File: src/rtl/core/tftp_windowed_session_assert.svh
// Assertion macros for the session RTL, used by tws_back.
// Expects clk and rst_n in scope at the point of use.
`ifndef TFTP_WINDOWED_SESSION_ASSERT_SVH
`define TFTP_WINDOWED_SESSION_ASSERT_SVH

// Same-cycle implication, disabled while in reset.
`define TWS_ASSERT_IMP(lbl, ante, cons, msg) \
    lbl: assert property (@(posedge clk) disable iff (!rst_n) (ante) |-> (cons)) \
        else $error(msg);

// Next-cycle implication, disabled while in reset.
`define TWS_ASSERT_NEXT(lbl, ante, cons, msg) \
    lbl: assert property (@(posedge clk) disable iff (!rst_n) (ante) |=> (cons)) \
        else $error(msg);

`endif

File: src/rtl/core/tws_pkg.sv
// Shared types, codes and constants for the TFTP windowed session block.
// No dependencies.
package tws_pkg;

    localparam logic [15:0] BLK_DEF      = 16'd512;
    localparam logic [15:0] BLK_MAX      = 16'd65464;
    localparam logic [7:0]  TMO_MAX      = 8'd255;
    localparam logic [6:0]  WIN_DEF      = 7'd1;
    localparam int          WINDOW_LIMIT_DEF = 64;

    localparam logic [2:0] KIND_RRQ  = 3'd0;
    localparam logic [2:0] KIND_WRQ  = 3'd1;
    localparam logic [2:0] KIND_DATA = 3'd2;
    localparam logic [2:0] KIND_ACK  = 3'd3;
    localparam logic [2:0] KIND_TICK = 3'd4;

    localparam logic [2:0] OST_OK        = 3'd0;
    localparam logic [2:0] OST_NOT_FOUND = 3'd1;
    localparam logic [2:0] OST_ACCESS    = 3'd2;
    localparam logic [2:0] OST_EXISTS    = 3'd3;

    localparam logic [1:0] WST_OK    = 2'd0;
    localparam logic [1:0] WST_QUOTA = 2'd1;

    localparam logic [1:0] PT_DATA  = 2'd0;
    localparam logic [1:0] PT_ACK   = 2'd1;
    localparam logic [1:0] PT_OACK  = 2'd2;
    localparam logic [1:0] PT_ERROR = 2'd3;

    localparam logic [2:0] ERR_UNDEF     = 3'd0;
    localparam logic [2:0] ERR_NOT_FOUND = 3'd1;
    localparam logic [2:0] ERR_ACCESS    = 3'd2;
    localparam logic [2:0] ERR_DISK_FULL = 3'd3;
    localparam logic [2:0] ERR_ILLEGAL   = 3'd4;
    localparam logic [2:0] ERR_EXISTS    = 3'd6;

    localparam logic [1:0] CFG_LIMIT_BLOCK   = 2'd0;
    localparam logic [1:0] CFG_LIMIT_WINDOW  = 2'd1;
    localparam logic [1:0] CFG_LIMIT_TIMEOUT = 2'd2;

    typedef enum logic [1:0] {
        MODE_IDLE  = 2'd0,
        MODE_READ  = 2'd1,
        MODE_WRITE = 2'd2
    } mode_t;

    // One queue entry: either a single control packet or a DATA window.
    typedef struct packed {
        logic        is_window;
        logic [1:0]  ptype;
        logic [15:0] blk;
        logic [2:0]  err;
        logic [15:0] ob;
        logic [6:0]  ow;
        logic [7:0]  ot;
        logic        done;
        logic [23:0] abs_ack;
        logic [6:0]  count;
        logic [15:0] bsize;
        logic [31:0] fsize;
        logic [23:0] fin;
    } cmd_t;

    function automatic cmd_t ctrl_cmd(input logic [1:0] ptype, input logic [15:0] blk,
                                      input logic [2:0] err, input logic [15:0] ob,
                                      input logic [6:0] ow, input logic [7:0] ot,
                                      input logic done);
        cmd_t c;
        c           = '0;
        c.ptype     = ptype;
        c.blk       = blk;
        c.err       = err;
        c.ob        = ob;
        c.ow        = ow;
        c.ot        = ot;
        c.done      = done;
        return c;
    endfunction

endpackage

File: src/rtl/core/tws_div.sv
// Restoring divider, one quotient bit per cycle, for the final block number.
// No dependencies; it does not import tws_pkg.
module tws_div (
    input  logic        clk,
    input  logic        rst_n,
    input  logic        start,
    input  logic [31:0] dividend,
    input  logic [15:0] divisor,
    output logic        done,
    output logic [31:0] quotient
);
    logic [15:0] rem_reg, rem_next;
    logic [31:0] quo_reg, quo_next;
    logic [15:0] dvs_reg, dvs_next;
    logic [4:0]  cnt_reg, cnt_next;
    logic        busy_reg, busy_next;
    logic        done_reg, done_next;
    logic [16:0] sh;
    logic        ge;

    assign sh = {rem_reg, quo_reg[31]};
    assign ge = sh >= {1'b0, dvs_reg};

    always_comb
    begin
        rem_next  = rem_reg;
        quo_next  = quo_reg;
        dvs_next  = dvs_reg;
        cnt_next  = cnt_reg;
        busy_next = busy_reg;
        done_next = 1'b0;
        if (start)
        begin
            rem_next  = '0;
            quo_next  = dividend;
            dvs_next  = divisor;
            cnt_next  = '0;
            busy_next = 1'b1;
        end
        else if (busy_reg)
        begin
            rem_next = ge ? 16'(sh - {1'b0, dvs_reg}) : sh[15:0];
            quo_next = {quo_reg[30:0], ge};
            cnt_next = cnt_reg + 5'd1;
            if (cnt_reg == 5'd31)
            begin
                busy_next = 1'b0;
                done_next = 1'b1;
            end
        end
    end

    always_ff @(posedge clk or negedge rst_n)
    begin
        if (!rst_n)
        begin
            busy_reg <= 1'b0;
            done_reg <= 1'b0;
            cnt_reg  <= '0;
        end
        else
        begin
            busy_reg <= busy_next;
            done_reg <= done_next;
            cnt_reg  <= cnt_next;
        end
    end

    always_ff @(posedge clk)
    begin
        rem_reg <= rem_next;
        quo_reg <= quo_next;
        dvs_reg <= dvs_next;
    end

    assign done     = done_reg;
    assign quotient = quo_reg;
endmodule

File: src/rtl/core/tws_front.sv
// Front end: accepts packets, keeps session state, negotiates options and
// queues commands for the back end. Depends on tws_pkg and tws_div.
module tws_front
    import tws_pkg::*;
#(
    parameter int WINDOW_LIMIT = WINDOW_LIMIT_DEF
) (
    input  logic        clk,
    input  logic        rst_n,
    input  logic        in_valid,
    output logic        in_stall,
    input  logic [2:0]  kind,
    input  logic [15:0] block_number,
    input  logic [15:0] data_length,
    input  logic [15:0] req_blksize,
    input  logic [15:0] req_windowsize,
    input  logic [15:0] req_timeout,
    input  logic [2:0]  open_status,
    input  logic [31:0] file_length,
    input  logic [1:0]  write_status,
    input  logic [15:0] lim_bs,
    input  logic [6:0]  lim_win,
    input  logic [7:0]  lim_tmo,
    input  logic        q_full,
    output logic        push,
    output cmd_t        push_cmd
);
    typedef enum logic [2:0] {
        F_IDLE = 3'b001,
        F_DIV  = 3'b010,
        F_RACK = 3'b100
    } fstate_t;

    localparam logic [6:0] WL = 7'(WINDOW_LIMIT);

    fstate_t     state_reg, state_next;
    mode_t       mode_reg, mode_next;
    logic [15:0] bs_reg, bs_next;
    logic [6:0]  ws_reg, ws_next;
    logic [15:0] lack_reg, lack_next;
    logic [15:0] lwr_reg, lwr_next;
    logic        fsent_reg, fsent_next;
    logic [7:0]  wrap_reg, wrap_next;
    logic        fin_flag_reg, fin_flag_next;
    logic [31:0] fsize_reg, fsize_next;
    logic [23:0] fin_reg, fin_next;
    logic [15:0] ack_reg, ack_next;
    logic        rpend_reg, rpend_next;

    logic        acc;
    logic        div_start, div_done;
    logic [31:0] div_quo;

    // negotiation
    logic [15:0] lb, nb, ob;
    logic [6:0]  lw, nw, ow;
    logic [7:0]  lt, ot;
    logic        any_opt;

    // read-side acknowledgement
    logic [15:0] d;
    logic [7:0]  rwrap;
    logic [23:0] abs_ack, rem;
    logic        before_fin, reach_fin;
    logic [6:0]  rcnt;
    logic        rdone;
    cmd_t        wcmd;

    // write-side DATA
    logic [15:0] lwr_inc;
    logic        wdone, wack;

    tws_div u_div (
        .clk      (clk),
        .rst_n    (rst_n),
        .start    (div_start),
        .dividend (file_length),
        .divisor  (nb),
        .done     (div_done),
        .quotient (div_quo)
    );

    assign in_stall = !((state_reg == F_IDLE) && !q_full);
    assign acc      = in_valid && !in_stall;

    assign lb = (lim_bs < BLK_DEF) ? BLK_DEF : ((lim_bs > BLK_MAX) ? BLK_MAX : lim_bs);
    assign lw = (lim_win == 7'd0) ? 7'd1 : ((lim_win > WL) ? WL : lim_win);
    assign lt = (lim_tmo == 8'd0) ? 8'd1 : lim_tmo;
    assign nb = (req_blksize > BLK_DEF)
              ? ((req_blksize < lb) ? req_blksize : lb) : BLK_DEF;
    assign ob = (req_blksize > BLK_DEF) ? nb : 16'd0;
    assign nw = (req_windowsize > 16'd1)
              ? ((req_windowsize < {9'd0, lw}) ? req_windowsize[6:0] : lw) : WIN_DEF;
    assign ow = (req_windowsize > 16'd1) ? nw : 7'd0;
    assign ot = (req_timeout > 16'd1)
              ? ((req_timeout < {8'd0, lt}) ? req_timeout[7:0] : lt) : 8'd0;
    assign any_opt = (req_blksize > BLK_DEF) || (req_windowsize > 16'd1)
                   || (req_timeout > 16'd1);

    // Track 16-bit block wraps in serial arithmetic.
    assign d = ack_reg - lack_reg;
    always_comb
    begin
        rwrap = wrap_reg;
        if (d != 16'd0 && !d[15])
        begin
            if (ack_reg < lack_reg)
                rwrap = wrap_reg + 8'd1;
        end
        else if (d[15])
        begin
            if (ack_reg > lack_reg && wrap_reg != 8'd0)
                rwrap = wrap_reg - 8'd1;
        end
    end

    assign abs_ack    = {rwrap, ack_reg};
    assign before_fin = abs_ack < fin_reg;
    assign rem        = fin_reg - abs_ack;
    assign reach_fin  = before_fin && (rem <= {17'd0, ws_reg});
    assign rcnt       = !before_fin ? 7'd0 : (reach_fin ? rem[6:0] : ws_reg);
    assign rdone      = fin_flag_reg || (fsent_reg && abs_ack == fin_reg);

    always_comb
    begin
        wcmd           = '0;
        wcmd.is_window = 1'b1;
        wcmd.ptype     = PT_DATA;
        wcmd.done      = rdone;
        wcmd.abs_ack   = abs_ack;
        wcmd.count     = rcnt;
        wcmd.bsize     = bs_reg;
        wcmd.fsize     = fsize_reg;
        wcmd.fin       = fin_reg;
    end

    assign lwr_inc = lwr_reg + 16'd1;
    assign wdone   = fin_flag_reg || (data_length < bs_reg);
    assign wack    = wdone || (lwr_inc == 16'(lack_reg + {9'd0, ws_reg}));

    always_comb
    begin
        state_next    = state_reg;
        mode_next     = mode_reg;
        bs_next       = bs_reg;
        ws_next       = ws_reg;
        lack_next     = lack_reg;
        lwr_next      = lwr_reg;
        fsent_next    = fsent_reg;
        wrap_next     = wrap_reg;
        fin_flag_next = fin_flag_reg;
        fsize_next    = fsize_reg;
        fin_next      = fin_reg;
        ack_next      = ack_reg;
        rpend_next    = rpend_reg;
        push          = 1'b0;
        push_cmd      = '0;
        div_start     = 1'b0;
        unique case (state_reg)
            F_IDLE:
            begin
                if (acc)
                begin
                    unique case (kind) inside
                        KIND_RRQ, KIND_WRQ:
                        begin
                            // Drop the old session.
                            mode_next     = MODE_IDLE;
                            bs_next       = BLK_DEF;
                            ws_next       = WIN_DEF;
                            lack_next     = '0;
                            lwr_next      = '0;
                            fsent_next    = 1'b0;
                            wrap_next     = '0;
                            fin_flag_next = 1'b0;
                            fsize_next    = '0;
                            if (open_status != OST_OK)
                            begin
                                push = 1'b1;
                                if (open_status == OST_ACCESS)
                                    push_cmd = ctrl_cmd(PT_ERROR, '0, ERR_ACCESS,
                                                        '0, '0, '0, 1'b0);
                                else if (kind == KIND_RRQ && open_status == OST_NOT_FOUND)
                                    push_cmd = ctrl_cmd(PT_ERROR, '0, ERR_NOT_FOUND,
                                                        '0, '0, '0, 1'b0);
                                else if (kind == KIND_WRQ && open_status == OST_EXISTS)
                                    push_cmd = ctrl_cmd(PT_ERROR, '0, ERR_EXISTS,
                                                        '0, '0, '0, 1'b0);
                                else
                                    push_cmd = ctrl_cmd(PT_ERROR, '0, ERR_UNDEF,
                                                        '0, '0, '0, 1'b0);
                            end
                            else
                            begin
                                bs_next = nb;
                                ws_next = nw;
                                if (any_opt)
                                begin
                                    push     = 1'b1;
                                    push_cmd = ctrl_cmd(PT_OACK, '0, '0, ob, ow, ot, 1'b0);
                                end
                                if (kind == KIND_RRQ)
                                begin
                                    mode_next  = MODE_READ;
                                    fsize_next = file_length;
                                    ack_next   = '0;
                                    rpend_next = !any_opt;
                                    div_start  = 1'b1;
                                    state_next = F_DIV;
                                end
                                else
                                begin
                                    mode_next = MODE_WRITE;
                                    if (!any_opt)
                                    begin
                                        push     = 1'b1;
                                        push_cmd = ctrl_cmd(PT_ACK, '0, '0, '0, '0, '0, 1'b0);
                                    end
                                end
                            end
                        end
                        KIND_DATA:
                        begin
                            if (mode_reg != MODE_WRITE)
                            begin
                                push     = 1'b1;
                                push_cmd = ctrl_cmd(PT_ERROR, '0, ERR_ILLEGAL,
                                                    '0, '0, '0, fin_flag_reg);
                            end
                            else if (block_number == lwr_inc)
                            begin
                                if (write_status != WST_OK)
                                begin
                                    push     = 1'b1;
                                    push_cmd = ctrl_cmd(PT_ERROR, '0,
                                        (write_status == WST_QUOTA) ? ERR_DISK_FULL : ERR_UNDEF,
                                        '0, '0, '0, fin_flag_reg);
                                end
                                else
                                begin
                                    fin_flag_next = wdone;
                                    lwr_next      = lwr_inc;
                                    if (wack)
                                    begin
                                        lack_next = lwr_inc;
                                        push      = 1'b1;
                                        push_cmd  = ctrl_cmd(PT_ACK, lwr_inc, '0,
                                                             '0, '0, '0, wdone);
                                    end
                                end
                            end
                        end
                        KIND_ACK:
                        begin
                            if (mode_reg != MODE_READ)
                            begin
                                push     = 1'b1;
                                push_cmd = ctrl_cmd(PT_ERROR, '0, ERR_ILLEGAL,
                                                    '0, '0, '0, fin_flag_reg);
                            end
                            else
                            begin
                                ack_next   = block_number;
                                state_next = F_RACK;
                            end
                        end
                        KIND_TICK:
                        begin
                            // Retransmit from the last acknowledged block.
                            if (mode_reg == MODE_READ && !fin_flag_reg)
                            begin
                                ack_next   = lack_reg;
                                state_next = F_RACK;
                            end
                        end
                        default:
                        begin
                            push     = 1'b1;
                            push_cmd = ctrl_cmd(PT_ERROR, '0, ERR_ILLEGAL,
                                                '0, '0, '0, fin_flag_reg);
                        end
                    endcase
                end
            end
            F_DIV:
            begin
                if (div_done)
                begin
                    fin_next   = div_quo[23:0] + 24'd1;
                    state_next = rpend_reg ? F_RACK : F_IDLE;
                end
            end
            F_RACK:
            begin
                if (rcnt == 7'd0 || !q_full)
                begin
                    wrap_next     = rwrap;
                    lack_next     = ack_reg;
                    fin_flag_next = rdone;
                    fsent_next    = fsent_reg || reach_fin;
                    push          = (rcnt != 7'd0);
                    push_cmd      = wcmd;
                    state_next    = F_IDLE;
                end
            end
            default:
            begin
                state_next = F_IDLE;
            end
        endcase
    end

    always_ff @(posedge clk or negedge rst_n)
    begin
        if (!rst_n)
        begin
            state_reg    <= F_IDLE;
            mode_reg     <= MODE_IDLE;
            bs_reg       <= BLK_DEF;
            ws_reg       <= WIN_DEF;
            lack_reg     <= '0;
            lwr_reg      <= '0;
            fsent_reg    <= 1'b0;
            wrap_reg     <= '0;
            fin_flag_reg <= 1'b0;
            fsize_reg    <= '0;
            fin_reg      <= 24'd1;
            rpend_reg    <= 1'b0;
        end
        else
        begin
            state_reg    <= state_next;
            mode_reg     <= mode_next;
            bs_reg       <= bs_next;
            ws_reg       <= ws_next;
            lack_reg     <= lack_next;
            lwr_reg      <= lwr_next;
            fsent_reg    <= fsent_next;
            wrap_reg     <= wrap_next;
            fin_flag_reg <= fin_flag_next;
            fsize_reg    <= fsize_next;
            fin_reg      <= fin_next;
            rpend_reg    <= rpend_next;
        end
    end

    always_ff @(posedge clk)
    begin
        ack_reg <= ack_next;
    end
endmodule

File: src/rtl/core/tws_queue.sv
// Two-entry command queue between front and back end.
// Depends on tws_pkg for the command type.
module tws_queue
    import tws_pkg::*;
(
    input  logic clk,
    input  logic rst_n,
    input  logic push,
    input  cmd_t push_cmd,
    output logic full,
    input  logic pop,
    output logic not_empty,
    output cmd_t head
);
    cmd_t       q_reg [2];
    logic       wptr_reg, wptr_next;
    logic       rptr_reg, rptr_next;
    logic [1:0] cnt_reg, cnt_next;

    assign full      = (cnt_reg == 2'd2);
    assign not_empty = (cnt_reg != 2'd0);
    assign head      = q_reg[rptr_reg];

    always_comb
    begin
        wptr_next = push ? !wptr_reg : wptr_reg;
        rptr_next = pop ? !rptr_reg : rptr_reg;
        cnt_next  = 2'(cnt_reg + {1'b0, push} - {1'b0, pop});
    end

    always_ff @(posedge clk or negedge rst_n)
    begin
        if (!rst_n)
        begin
            wptr_reg <= 1'b0;
            rptr_reg <= 1'b0;
            cnt_reg  <= '0;
        end
        else
        begin
            wptr_reg <= wptr_next;
            rptr_reg <= rptr_next;
            cnt_reg  <= cnt_next;
        end
    end

    always_ff @(posedge clk)
    begin
        if (push)
            q_reg[wptr_reg] <= push_cmd;
    end
endmodule

File: src/rtl/core/tws_back.sv
// Back end: turns queued commands into result words and a DATA window into one
// descriptor per unstalled cycle. Depends on tws_pkg and the assertion header.
`include "tftp_windowed_session_assert.svh"
module tws_back
    import tws_pkg::*;
(
    input  logic        clk,
    input  logic        rst_n,
    input  logic        q_valid,
    input  cmd_t        q_cmd,
    output logic        q_pop,
    output logic        out_valid,
    input  logic        out_stall,
    output logic [1:0]  packet_type,
    output logic [15:0] out_block,
    output logic [2:0]  error_code,
    output logic [31:0] file_offset,
    output logic [15:0] payload_length,
    output logic [15:0] oack_blksize,
    output logic [6:0]  oack_windowsize,
    output logic [7:0]  oack_timeout,
    output logic        session_done,
    output logic        last
);
    typedef enum logic [2:0] {
        B_IDLE = 3'b001,
        B_MUL  = 3'b010,
        B_EMIT = 3'b100
    } bstate_t;

    bstate_t     state_reg, state_next;
    cmd_t        cmd_reg, cmd_next;
    logic [31:0] off_reg, off_next;
    logic [23:0] abs_reg, abs_next;
    logic [6:0]  k_reg, k_next;

    logic        ov_reg, ov_next;
    logic [1:0]  pt_reg, pt_next;
    logic [15:0] blk_reg, blk_next;
    logic [2:0]  err_reg, err_next;
    logic [31:0] fo_reg, fo_next;
    logic [15:0] pl_reg, pl_next;
    logic [15:0] ob_reg, ob_next;
    logic [6:0]  ow_reg, ow_next;
    logic [7:0]  ot_reg, ot_next;
    logic        dn_reg, dn_next;
    logic        last_reg, last_next;

    logic        out_free;
    logic [39:0] prod;
    logic [31:0] tail_len;

    assign out_free = !ov_reg || !out_stall;
    assign prod     = {16'd0, cmd_reg.abs_ack} * {24'd0, cmd_reg.bsize};
    assign tail_len = cmd_reg.fsize - off_reg;

    always_comb
    begin
        state_next = state_reg;
        cmd_next   = cmd_reg;
        off_next   = off_reg;
        abs_next   = abs_reg;
        k_next     = k_reg;
        ov_next    = (ov_reg && !out_stall) ? 1'b0 : ov_reg;
        pt_next    = pt_reg;
        blk_next   = blk_reg;
        err_next   = err_reg;
        fo_next    = fo_reg;
        pl_next    = pl_reg;
        ob_next    = ob_reg;
        ow_next    = ow_reg;
        ot_next    = ot_reg;
        dn_next    = dn_reg;
        last_next  = last_reg;
        q_pop      = 1'b0;
        unique case (state_reg)
            B_IDLE:
            begin
                if (q_valid)
                begin
                    if (q_cmd.is_window)
                    begin
                        q_pop      = 1'b1;
                        cmd_next   = q_cmd;
                        state_next = B_MUL;
                    end
                    else if (out_free)
                    begin
                        q_pop     = 1'b1;
                        ov_next   = 1'b1;
                        pt_next   = q_cmd.ptype;
                        blk_next  = q_cmd.blk;
                        err_next  = q_cmd.err;
                        fo_next   = '0;
                        pl_next   = '0;
                        ob_next   = q_cmd.ob;
                        ow_next   = q_cmd.ow;
                        ot_next   = q_cmd.ot;
                        dn_next   = q_cmd.done;
                        last_next = 1'b1;
                    end
                end
            end
            B_MUL:
            begin
                // Offset of the first block in the window.
                off_next   = prod[31:0];
                abs_next   = cmd_reg.abs_ack + 24'd1;
                k_next     = 7'd1;
                state_next = B_EMIT;
            end
            B_EMIT:
            begin
                if (out_free)
                begin
                    ov_next   = 1'b1;
                    pt_next   = PT_DATA;
                    blk_next  = abs_reg[15:0];
                    err_next  = '0;
                    fo_next   = off_reg;
                    pl_next   = (abs_reg == cmd_reg.fin) ? tail_len[15:0] : cmd_reg.bsize;
                    ob_next   = '0;
                    ow_next   = '0;
                    ot_next   = '0;
                    dn_next   = cmd_reg.done;
                    last_next = (k_reg == cmd_reg.count);
                    off_next  = off_reg + {16'd0, cmd_reg.bsize};
                    abs_next  = abs_reg + 24'd1;
                    k_next    = k_reg + 7'd1;
                    if (k_reg == cmd_reg.count)
                        state_next = B_IDLE;
                end
            end
            default:
            begin
                state_next = B_IDLE;
            end
        endcase
    end

    always_ff @(posedge clk or negedge rst_n)
    begin
        if (!rst_n)
        begin
            state_reg <= B_IDLE;
            ov_reg    <= 1'b0;
        end
        else
        begin
            state_reg <= state_next;
            ov_reg    <= ov_next;
        end
    end

    always_ff @(posedge clk)
    begin
        cmd_reg  <= cmd_next;
        off_reg  <= off_next;
        abs_reg  <= abs_next;
        k_reg    <= k_next;
        pt_reg   <= pt_next;
        blk_reg  <= blk_next;
        err_reg  <= err_next;
        fo_reg   <= fo_next;
        pl_reg   <= pl_next;
        ob_reg   <= ob_next;
        ow_reg   <= ow_next;
        ot_reg   <= ot_next;
        dn_reg   <= dn_next;
        last_reg <= last_next;
    end

    assign out_valid       = ov_reg;
    assign packet_type     = pt_reg;
    assign out_block       = blk_reg;
    assign error_code      = err_reg;
    assign file_offset     = fo_reg;
    assign payload_length  = pl_reg;
    assign oack_blksize    = ob_reg;
    assign oack_windowsize = ow_reg;
    assign oack_timeout    = ot_reg;
    assign session_done    = dn_reg;
    assign last            = last_reg;

    `TWS_ASSERT_IMP(a_ctrl_last, ov_reg && pt_reg != PT_DATA, last_reg, "control word not last")
    `TWS_ASSERT_IMP(a_ctrl_zero, ov_reg && pt_reg != PT_DATA, fo_reg == 32'd0 && pl_reg == 16'd0, "control word carries DATA fields")
    `TWS_ASSERT_IMP(a_k_bound, state_reg == B_EMIT, k_reg != 7'd0 && k_reg <= cmd_reg.count, "window index out of range")
    `TWS_ASSERT_NEXT(a_mul_emit, state_reg == B_MUL, state_reg == B_EMIT, "multiply step not followed by emit")
endmodule

File: src/rtl/core/tftp_windowed_session.sv
// A control word (ERROR, ACK, OACK) is queued on accept, then registered out by
// the back end. A read request stalls the input during a serial divide for the
// final block number; a DATA window then passes the queue and the B_MUL step and
// emits one descriptor per cycle while not stalled, up to the negotiated window.
// ACK and timeout ticks pass F_RACK in the front end, which waits for queue room.
// Reset: limits go to their maxima, the session returns to idle with defaults.
module tftp_windowed_session
    import tws_pkg::*;
#(
    parameter int WINDOW_LIMIT = WINDOW_LIMIT_DEF
) (
    input  logic        clk,
    input  logic        rst_n,
    // configuration write channel
    input  logic        cfg_valid,
    output logic        cfg_ready,
    input  logic [1:0]  cfg_index,
    input  logic [15:0] cfg_data,
    // packet input channel
    input  logic        in_valid,
    output logic        in_stall,
    input  logic [2:0]  kind,
    input  logic [15:0] block_number,
    input  logic [15:0] data_length,
    input  logic [15:0] req_blksize,
    input  logic [15:0] req_windowsize,
    input  logic [15:0] req_timeout,
    input  logic [2:0]  open_status,
    input  logic [31:0] file_length,
    input  logic [1:0]  write_status,
    // result channel
    output logic        out_valid,
    input  logic        out_stall,
    output logic [1:0]  packet_type,
    output logic [15:0] out_block,
    output logic [2:0]  error_code,
    output logic [31:0] file_offset,
    output logic [15:0] payload_length,
    output logic [15:0] oack_blksize,
    output logic [6:0]  oack_windowsize,
    output logic [7:0]  oack_timeout,
    output logic        session_done,
    output logic        last
);
    logic [15:0] lim_bs_reg, lim_bs_next;
    logic [6:0]  lim_win_reg, lim_win_next;
    logic [7:0]  lim_tmo_reg, lim_tmo_next;

    logic q_full, q_push, q_pop, q_valid;
    cmd_t q_in, q_head;

    // Limits are raw register values; the front end clamps them on use.
    assign cfg_ready = 1'b1;

    always_comb
    begin
        lim_bs_next  = lim_bs_reg;
        lim_win_next = lim_win_reg;
        lim_tmo_next = lim_tmo_reg;
        if (cfg_valid && cfg_ready)
        begin
            unique case (cfg_index)
                CFG_LIMIT_BLOCK:   lim_bs_next  = cfg_data;
                CFG_LIMIT_WINDOW:  lim_win_next = cfg_data[6:0];
                CFG_LIMIT_TIMEOUT: lim_tmo_next = cfg_data[7:0];
                default:           lim_bs_next  = lim_bs_reg;
            endcase
        end
    end

    always_ff @(posedge clk or negedge rst_n)
    begin
        if (!rst_n)
        begin
            lim_bs_reg  <= BLK_MAX;
            lim_win_reg <= 7'd64;
            lim_tmo_reg <= TMO_MAX;
        end
        else
        begin
            lim_bs_reg  <= lim_bs_next;
            lim_win_reg <= lim_win_next;
            lim_tmo_reg <= lim_tmo_next;
        end
    end

    // Front: classify packets, hold session state, queue commands.
    tws_front #(
        .WINDOW_LIMIT (WINDOW_LIMIT)
    ) u_front (
        .clk            (clk),
        .rst_n          (rst_n),
        .in_valid       (in_valid),
        .in_stall       (in_stall),
        .kind           (kind),
        .block_number   (block_number),
        .data_length    (data_length),
        .req_blksize    (req_blksize),
        .req_windowsize (req_windowsize),
        .req_timeout    (req_timeout),
        .open_status    (open_status),
        .file_length    (file_length),
        .write_status   (write_status),
        .lim_bs         (lim_bs_reg),
        .lim_win        (lim_win_reg),
        .lim_tmo        (lim_tmo_reg),
        .q_full         (q_full),
        .push           (q_push),
        .push_cmd       (q_in)
    );

    // Queue: decouple command generation from word emission.
    tws_queue u_queue (
        .clk       (clk),
        .rst_n     (rst_n),
        .push      (q_push),
        .push_cmd  (q_in),
        .full      (q_full),
        .pop       (q_pop),
        .not_empty (q_valid),
        .head      (q_head)
    );

    // Back: emit control words and expand DATA windows.
    tws_back u_back (
        .clk             (clk),
        .rst_n           (rst_n),
        .q_valid         (q_valid),
        .q_cmd           (q_head),
        .q_pop           (q_pop),
        .out_valid       (out_valid),
        .out_stall       (out_stall),
        .packet_type     (packet_type),
        .out_block       (out_block),
        .error_code      (error_code),
        .file_offset     (file_offset),
        .payload_length  (payload_length),
        .oack_blksize    (oack_blksize),
        .oack_windowsize (oack_windowsize),
        .oack_timeout    (oack_timeout),
        .session_done    (session_done),
        .last            (last)
    );
endmodule

File: config.mk
export PLATFORM = sky130hd
export DESIGN_NAME = tftp_windowed_session
export DESIGN_NICKNAME = d
export VERILOG_FILES = /design/src/rtl/core/tws_pkg.sv /design/src/rtl/core/tws_div.sv /design/src/rtl/core/tws_front.sv /design/src/rtl/core/tws_queue.sv /design/src/rtl/core/tws_back.sv /design/src/rtl/core/tftp_windowed_session.sv
export VERILOG_INCLUDE_DIRS = /design/src /design/src/rtl/core
export SDC_FILE = /design/constraint.sdc
export NUM_CORES = 2
export LEC_CHECK = 0
export ABC_CLOCK_PERIOD_IN_PS = 15100
export BUFFER_PORTS_ARGS = -buffer_cell sky130_fd_sc_hd__clkbuf_2
export CORE_UTILIZATION = 55
export DETAILED_ROUTE_END_ITERATION = 6
export PLACE_DENSITY = 0.73
export SKIP_LAST_GASP = 1
export SLEW_MARGIN = 20
export SYNTH_ARGS = -nofsm -noshare
export SYNTH_HDL_FRONTEND = slang
export SYNTH_SLANG_ARGS = --single-unit
File: constraint.sdc
create_clock -name clk -period 15.1 [get_ports clk]
set_input_delay 2.265 -clock clk [delete_from_list [all_inputs] [get_ports clk]]
set_output_delay 2.265 -clock clk [all_outputs]
set_load 0.01 [all_outputs]
Yosys cells after proc, flatten, opt, wreduce, memory -nomap -nowiden
Memories as Yosys holds them, arrays and structs flattened.
Index checks and enable logic that the tools add are counted.
{"block": "word_totals", "memories": 1, "out_inout_bits": 105, "reg_bits": 506, "input_bits": 143, "mem_bits_rw": 314, "word_cells": 379}
{"block": "op_classes", "addsub": 16, "muxes": 185, "n_mul": 1, "magnitude_cmp": 15, "reduce_logical": 61, "n_eq_ne": 53, "n_bitwise": 1}
{"memory": "u_queue.q_reg", "depth": 2, "word_bits": 157, "rd": 1, "rd_ports_with_merged_regs": 0, "wr": 1, "line": "tws_queue.sv:15", "text": "cmd_t q_reg [2];"}
{"cell": "two-way mux 157 bit", "n": 9}
{"cell": "case mux 157 bit (4 select lines)", "n": 1}
{"cell": "two-way mux 16 bit", "n": 32}
{"cell": "two-way mux 156 bit", "n": 3}
{"cell": "case mux 157 bit (2 select lines)", "n": 1}
{"cell": "two-way mux 32 bit", "n": 9}
{"cell": "case mux 16 bit (2 select lines)", "n": 6}
{"cell": "two-way mux 155 bit", "n": 1}
{"cell": "two-way mux 138 bit", "n": 1}
{"cell": "case mux 32 bit (2 select lines)", "n": 2}
{"cell": "two-way mux 8 bit", "n": 14}
{"cell": "two-way mux 7 bit", "n": 13}
{"cell": "adder 24 x 1 -> 24 bit (second input constant)", "n": 3}
{"cell": "equality test 24 bit", "n": 2}
{"cell": "less-than comparator 16 bit", "n": 3}
{"cell": "two-way mux 1 bit", "n": 48}
{"cell": "two-way mux 3 bit", "n": 16}
{"cell": "case mux 16 bit (3 select lines)", "n": 1}
{"cell": "case mux 24 bit (2 select lines)", "n": 1}
{"cell": "subtractor 16 bit", "n": 3}
{"cell": "adder 32 x 16 -> 32 bit", "n": 1}
{"cell": "equality test 16 bit", "n": 2}
{"cell": "> comparator 16 x 1 -> 1 bit (second input constant)", "n": 2}
{"cell": "multiplier 24 x 16 -> 32 bit", "n": 1}
{"cell": "62 further kinds", "n": 157}

Depth between registers and ports, before layout
{"block": "depth", "ltp_word": 16, "mapped_depth": 30, "mapped_depth_nobuf": 28}

Cells and area by module
Synthesis repeated with hierarchy kept, for this count alone.
{"block": "unflattened", "cells_unflattened": 4699, "hier_area_um2": 52893.2}
{"mod": "tws_back", "seq_area_each_um2": 7698.6, "area_each_um2": 22954.5, "instances": 1, "cells_each": 2220}
{"mod": "tws_front", "seq_area_each_um2": 3663.5, "area_each_um2": 13058.8, "instances": 1, "cells_each": 1596}
{"mod": "tws_queue", "seq_area_each_um2": 9529.1, "area_each_um2": 11962.7, "instances": 1, "cells_each": 504}
{"mod": "tws_div", "seq_area_each_um2": 1936.9, "area_each_um2": 3709.8, "instances": 1, "cells_each": 311}
{"mod": "tftp_windowed_session", "seq_area_each_um2": 802.0, "area_each_um2": 1207.4, "instances": 1, "cells_each": 68}

Worst setup path after synthesis
No wires, ideal clock.
{"block": "synth_path", "path_type": "register to register", "start": "register u_front.ack_reg[0]", "end": "memory u_queue.q_reg[0][0] in the netlist's numbering (enable)", "setup_time_ps": 660, "path_stages_with_launch": 28, "synth_period_minus_slack_ps": 12472, "setup_slack_ps": 2628, "required_time_ps": 14440, "path_buffers": 1, "arrival_ps": 11812, "cell_sequence": "edfxtp_1 -> inv_1 -> ha_1 -> inv_1 -> fa_1 -> a21o_1 -> a21oi_1 -> o31ai_1 -> a21oi_1 -> mux2_2 -> a2111oi_0 -> a31oi_1 -> and2_1 -> o32ai_1 -> inv_1 -> ha_1 -> buf_2 -> a21oi_1 -> o21a_2 -> nand2_1 -> o32ai_1 -> xnor2_1 -> a2111oi_4 -> nand4_2 -> nand3b_4 -> a21oi_1 -> a31o_2 -> nor2b_1"}
{"block": "synth_via", "elab_chain_cells": 16, "elab_cells_between_ends": 24, "cone_classes": "add/sub: 2; order compare: 4; mux: 10; reduce/logical: 8"}
{"item": "from (decl)", "line": "tws_front.sv:47", "text": "logic [15:0] ack_reg, ack_next;"}
{"item": "from (signal assigned)", "line": "tws_front.sv:349", "text": "ack_reg <= ack_next;"}
{"item": "parallel branches: the longest is 9 deep, another holds subtractor 24 bit"}
{"item": "two-way mux 7 bit (*)", "line": "tws_front.sv:121", "text": "assign rcnt = !before_fin ? 7'd0 : (reach_fin ? rem[6:0] : ws_reg);"}
{"item": "logical NOT 7 bit", "line": "tws_front.sv:295", "text": "if (rcnt == 7'd0 || !q_full)"}
{"item": "logical OR 1 bit", "line": "tws_front.sv:295"}
{"item": "two-way mux 1 bit (*)", "line": "tws_front.sv:295"}
{"item": "case mux 1 bit (2 select lines) (*)", "line": "tws_front.sv:159", "text": "unique case (state_reg)"}
{"item": "two-way mux 1 bit (*)", "line": "tws_queue.sv:49", "text": "if (push)"}
{"item": "two-way mux 1 bit (not written as such) (*)", "line": "tws_queue.sv:50", "text": "q_reg[wptr_reg] <= push_cmd;"}
{"item": "to (decl)", "line": "tws_queue.sv:15"}
Every way passes the cells marked *.

Worst setup path in the final report
{"block": "layout_path", "start": "register u_front.ack_reg[0]", "end": "memory u_queue.q_reg[1][139] in the netlist's numbering (enable)"}
The elaborated chain is that of the path after synthesis.

==> summary.md <==
| Metric | Value |
|---|---|
| Worst path slowest cell | `and2_4` |
| Drt via density | `5.87` |
| Via count | `35300` |
| Leading area contributor after synthesis | `edfxtp_1` |
| Fin area | `0.0550 mm^2` |
| Synth warn | `0` |
| Mean Syn Cell Area | `10.9 um^2` |
| Outcome | `finished clean` |
| Maxcap violations | `0` |
| Ratio of final minimum period to clock period | `0.594` |
| Post-Synthesis Net Count | `5238` |
| Initial Util | `0.559` |
| Global-route wire length before repair | `202000 um` |
| CP max FO | `73` |
| Hold path cells | `1` |
| PortBufs | `246` |
| Gates resized, CTS repair | `0` |
| Fin. max-slew vios | `0` |
| Most frequent cell after synthesis | `edfxtp_1` |
| Clock-pin transition on the worst setup and hold timing paths | `0.06 ns` |
| Max-slew headroom at the worst pin | `0.244` |
| WL per Instance | `around 22 um` |
| Worst slew pin tran | `1.13 ns` |
| Core box area | `0.0889 mm^2` |
| DRC Markers | `0` |
| Final wirelength | `131000 um` |
| Arrival time worst endpoint | `9.24 ns` |
| Hpwl dp | `95000 um` |
| CTS tree | `built` |
| FILL cells | `between 7000 and 8000` |
| Fmax | `112 MHz` |
| Pre-CTS setup slack | `6.15 ns` |
| CP Capture Type | `flip-flop` |
| Cells after synthesis | `4578` |
| Routability cong. | `between 0.9 and 1` |
| Largest net degree at the start of global routing | `142` |
| Final Hold Fails | `0` |
| Minimum clock period | `8.96 ns` |
| Die width | `303 um` |
| Kind of critical path | `reg -> reg` |
| Antenna-violating nets left | `0` |
| CP peak stage delay | `0.90 ns` |
| Final setup viols | `0` |
| IO Count | `248` |
| Number of synthesized flops with an enable pin | `599` |
| Hold Crit Class | `reg -> reg` |
| Final nets | `approximately 5400` |
| H-tree depth | `3` |
| Post-CTS setup buffers | `0` |
| Die height | `303 um` |
| CTS max path bufs | `3` |
| Share of layout cells above drive strength 1 | `0.134` |
| 1st-iter DRT viols | `between 2000 and 3000` |
| CTS Buf Count | `between 80 and 90` |
| Startpoint types | `flip-flop` |
| Synth area leaders | `edfxtp_1 (36%), fa_1 (12%), dfrtp_1 (6.6%)` |
| RSZ-0062 raised after global routing | `false` |
| Area delta synth->final | `10.7%` |
| Clock Sinks | `~770` |
| Final global-route overflow total | `0` |
| Top-area cell type share of the netlist area | `0.362` |
| Sequential element share of the synthesized area | `0.448` |
| Top FF cell, synth | `edfxtp_1` |
| Detailed Routing Iterations Pass 1 | `6` |
| Post-cts hold buffer count | `0` |
| Post-Syn Area | `between 0.04 and 0.05 mm^2` |
| Post-placement cell area | `between 0.05 and 0.06 mm^2` |
| Commonest cells in the netlist | `edfxtp_1 (599), nand2_1 (533), inv_1 (453), nor2_1 (370), fa_1 (286)` |
| Max FFs per register | `282` |
| Root Driver | `clkbuf_16` |
| Cells on worst reg2reg path | `27` |
| Ys async rst share | `0.203` |
| Rows | `between 100 and 150` |
| Worst skew pair latency | `around 0.70 ns` |
| Clock Skew | `0.0651 ns` |
| Synthesized flop and latch total | `a little under 800` |
| Total negative slack | `0 ns` |
| Post-synth cell types | `between 100 and 150` |
| Vias in the first global route | `35600` |
| Die area | `0.0915 mm^2` |
| Global Route Usage Sum | `0.289` |
| Most frequent CP cell | `a21oi_1` |
| Initial antenna violation count | `11` |
| Setup WS post-layout | `6.14 ns` |
| Critical path required time | `between 15 and 20 ns` |
## cell type report
class | count | area [um^2] | share of cell area
Multi-Input combinational cell | 3144 | 25000 | 0.454
Inverter | 454 | 1700 | 0.0310
Timing Repair Buffer | 310 | 1730 | 0.0315
Tap cell | 1165 | 1460 | 0.0265
Antenna cell | 3 | 7.51 | 0.000136
Clock inverter | 38 | 546 | 0.00992
Sequential cell | 772 | 22300 | 0.405
Clock buffer | 119 | 2300 | 0.0419
## cell usage in the layout (no fill, tap or decap), drive strengths merged, types with 131 or more instances in the layout
cell type | netlist | routed
edfxtp | 599 | 599
mux2 | 133 | 133
nor2 | 370 | 370
nand2 | 533 | 533
dfrtp | 131 | 131
clkbuf | 176 | 364
inv | 454 | 459
and2 | 138 | 138
ha | 231 | 231
xnor2 | 147 | 147
fa | 286 | 286
a21oi | 170 | 170
o21ai | 134 | 134
## final timing paths
kind / startpoint / end / slack, ns
worst max register to register: u_front.ack_reg[0] / u_queue.q_reg[1][139] / 6.14
max in group asynchronous: rst_n / u_front.u_div.cnt_reg[3] / 11.88
worst min register to register: u_front.fsize_reg[9] / u_front.fsize_reg[9] / 0.49
worst min-delay path: u_front.fsize_reg[9] / u_front.fsize_reg[9] / 0.49
min in group asynchronous: rst_n / u_front.lwr_reg[13] / 1.68
worst max-delay path: u_front.ack_reg[0] / u_queue.q_reg[1][139] / 6.14
## per-layer routing
layer | routed length, um | GRT usage | part of all wire
met1 | 53300 | 0.371 | 0.41
met2 | 63000 | 0.478 | 0.48
met3 | 9700 | 0.0591 | 0.074
met4 | 5250 | 0.117 | 0.040
met5 | 135 | 0 | 0.0010
## per-stage QoR
| step | utilization | hold WS [ns] | cells |
|---|---|---|---|
| detailed placement | 0.586 | 0.475 | 5845 |
| finish | 0.619 | 0.495 | 6005 |
| global placement | 0.586 | 0.465 | 5845 |
| global route | 0.619 | 0.509 | 6002 |
| floorplan | - | 0.445 | 4578 |
| CTS | 0.618 | 0.485 | 6002 |
## kinds of logic (layout without fill, tap and decap cells)
kind of cell	count (synthesis)	count (layout)	synth area share
other cells	1	4	0.0000755
compound gates	664	664	0.0890
mux	252	252	0.0545
fa+ha+maj	517	517	0.173
simple gates	1453	1453	0.136
flops	772	772	0.448
buf+inv	662	921	0.0510
xor+xnor	257	257	0.0474
## critical path, delay by kind of cell, from the launching register on
| kind | cells | cell delay, ns |
|---|---|---|
| xor+xnor | 1 | 0.15 |
| buf+inv | 4 | 1.20 |
| mux | 1 | 0.37 |
| flops | 1 | 0.40 |
| compound gates | 13 | 3.81 |
| simple gates | 5 | 1.61 |
| fa+ha+maj | 3 | 0.98 |
Power is not shown: default switching activity piles up to over one toggle a cycle in this logic, so the estimate is an artifact.
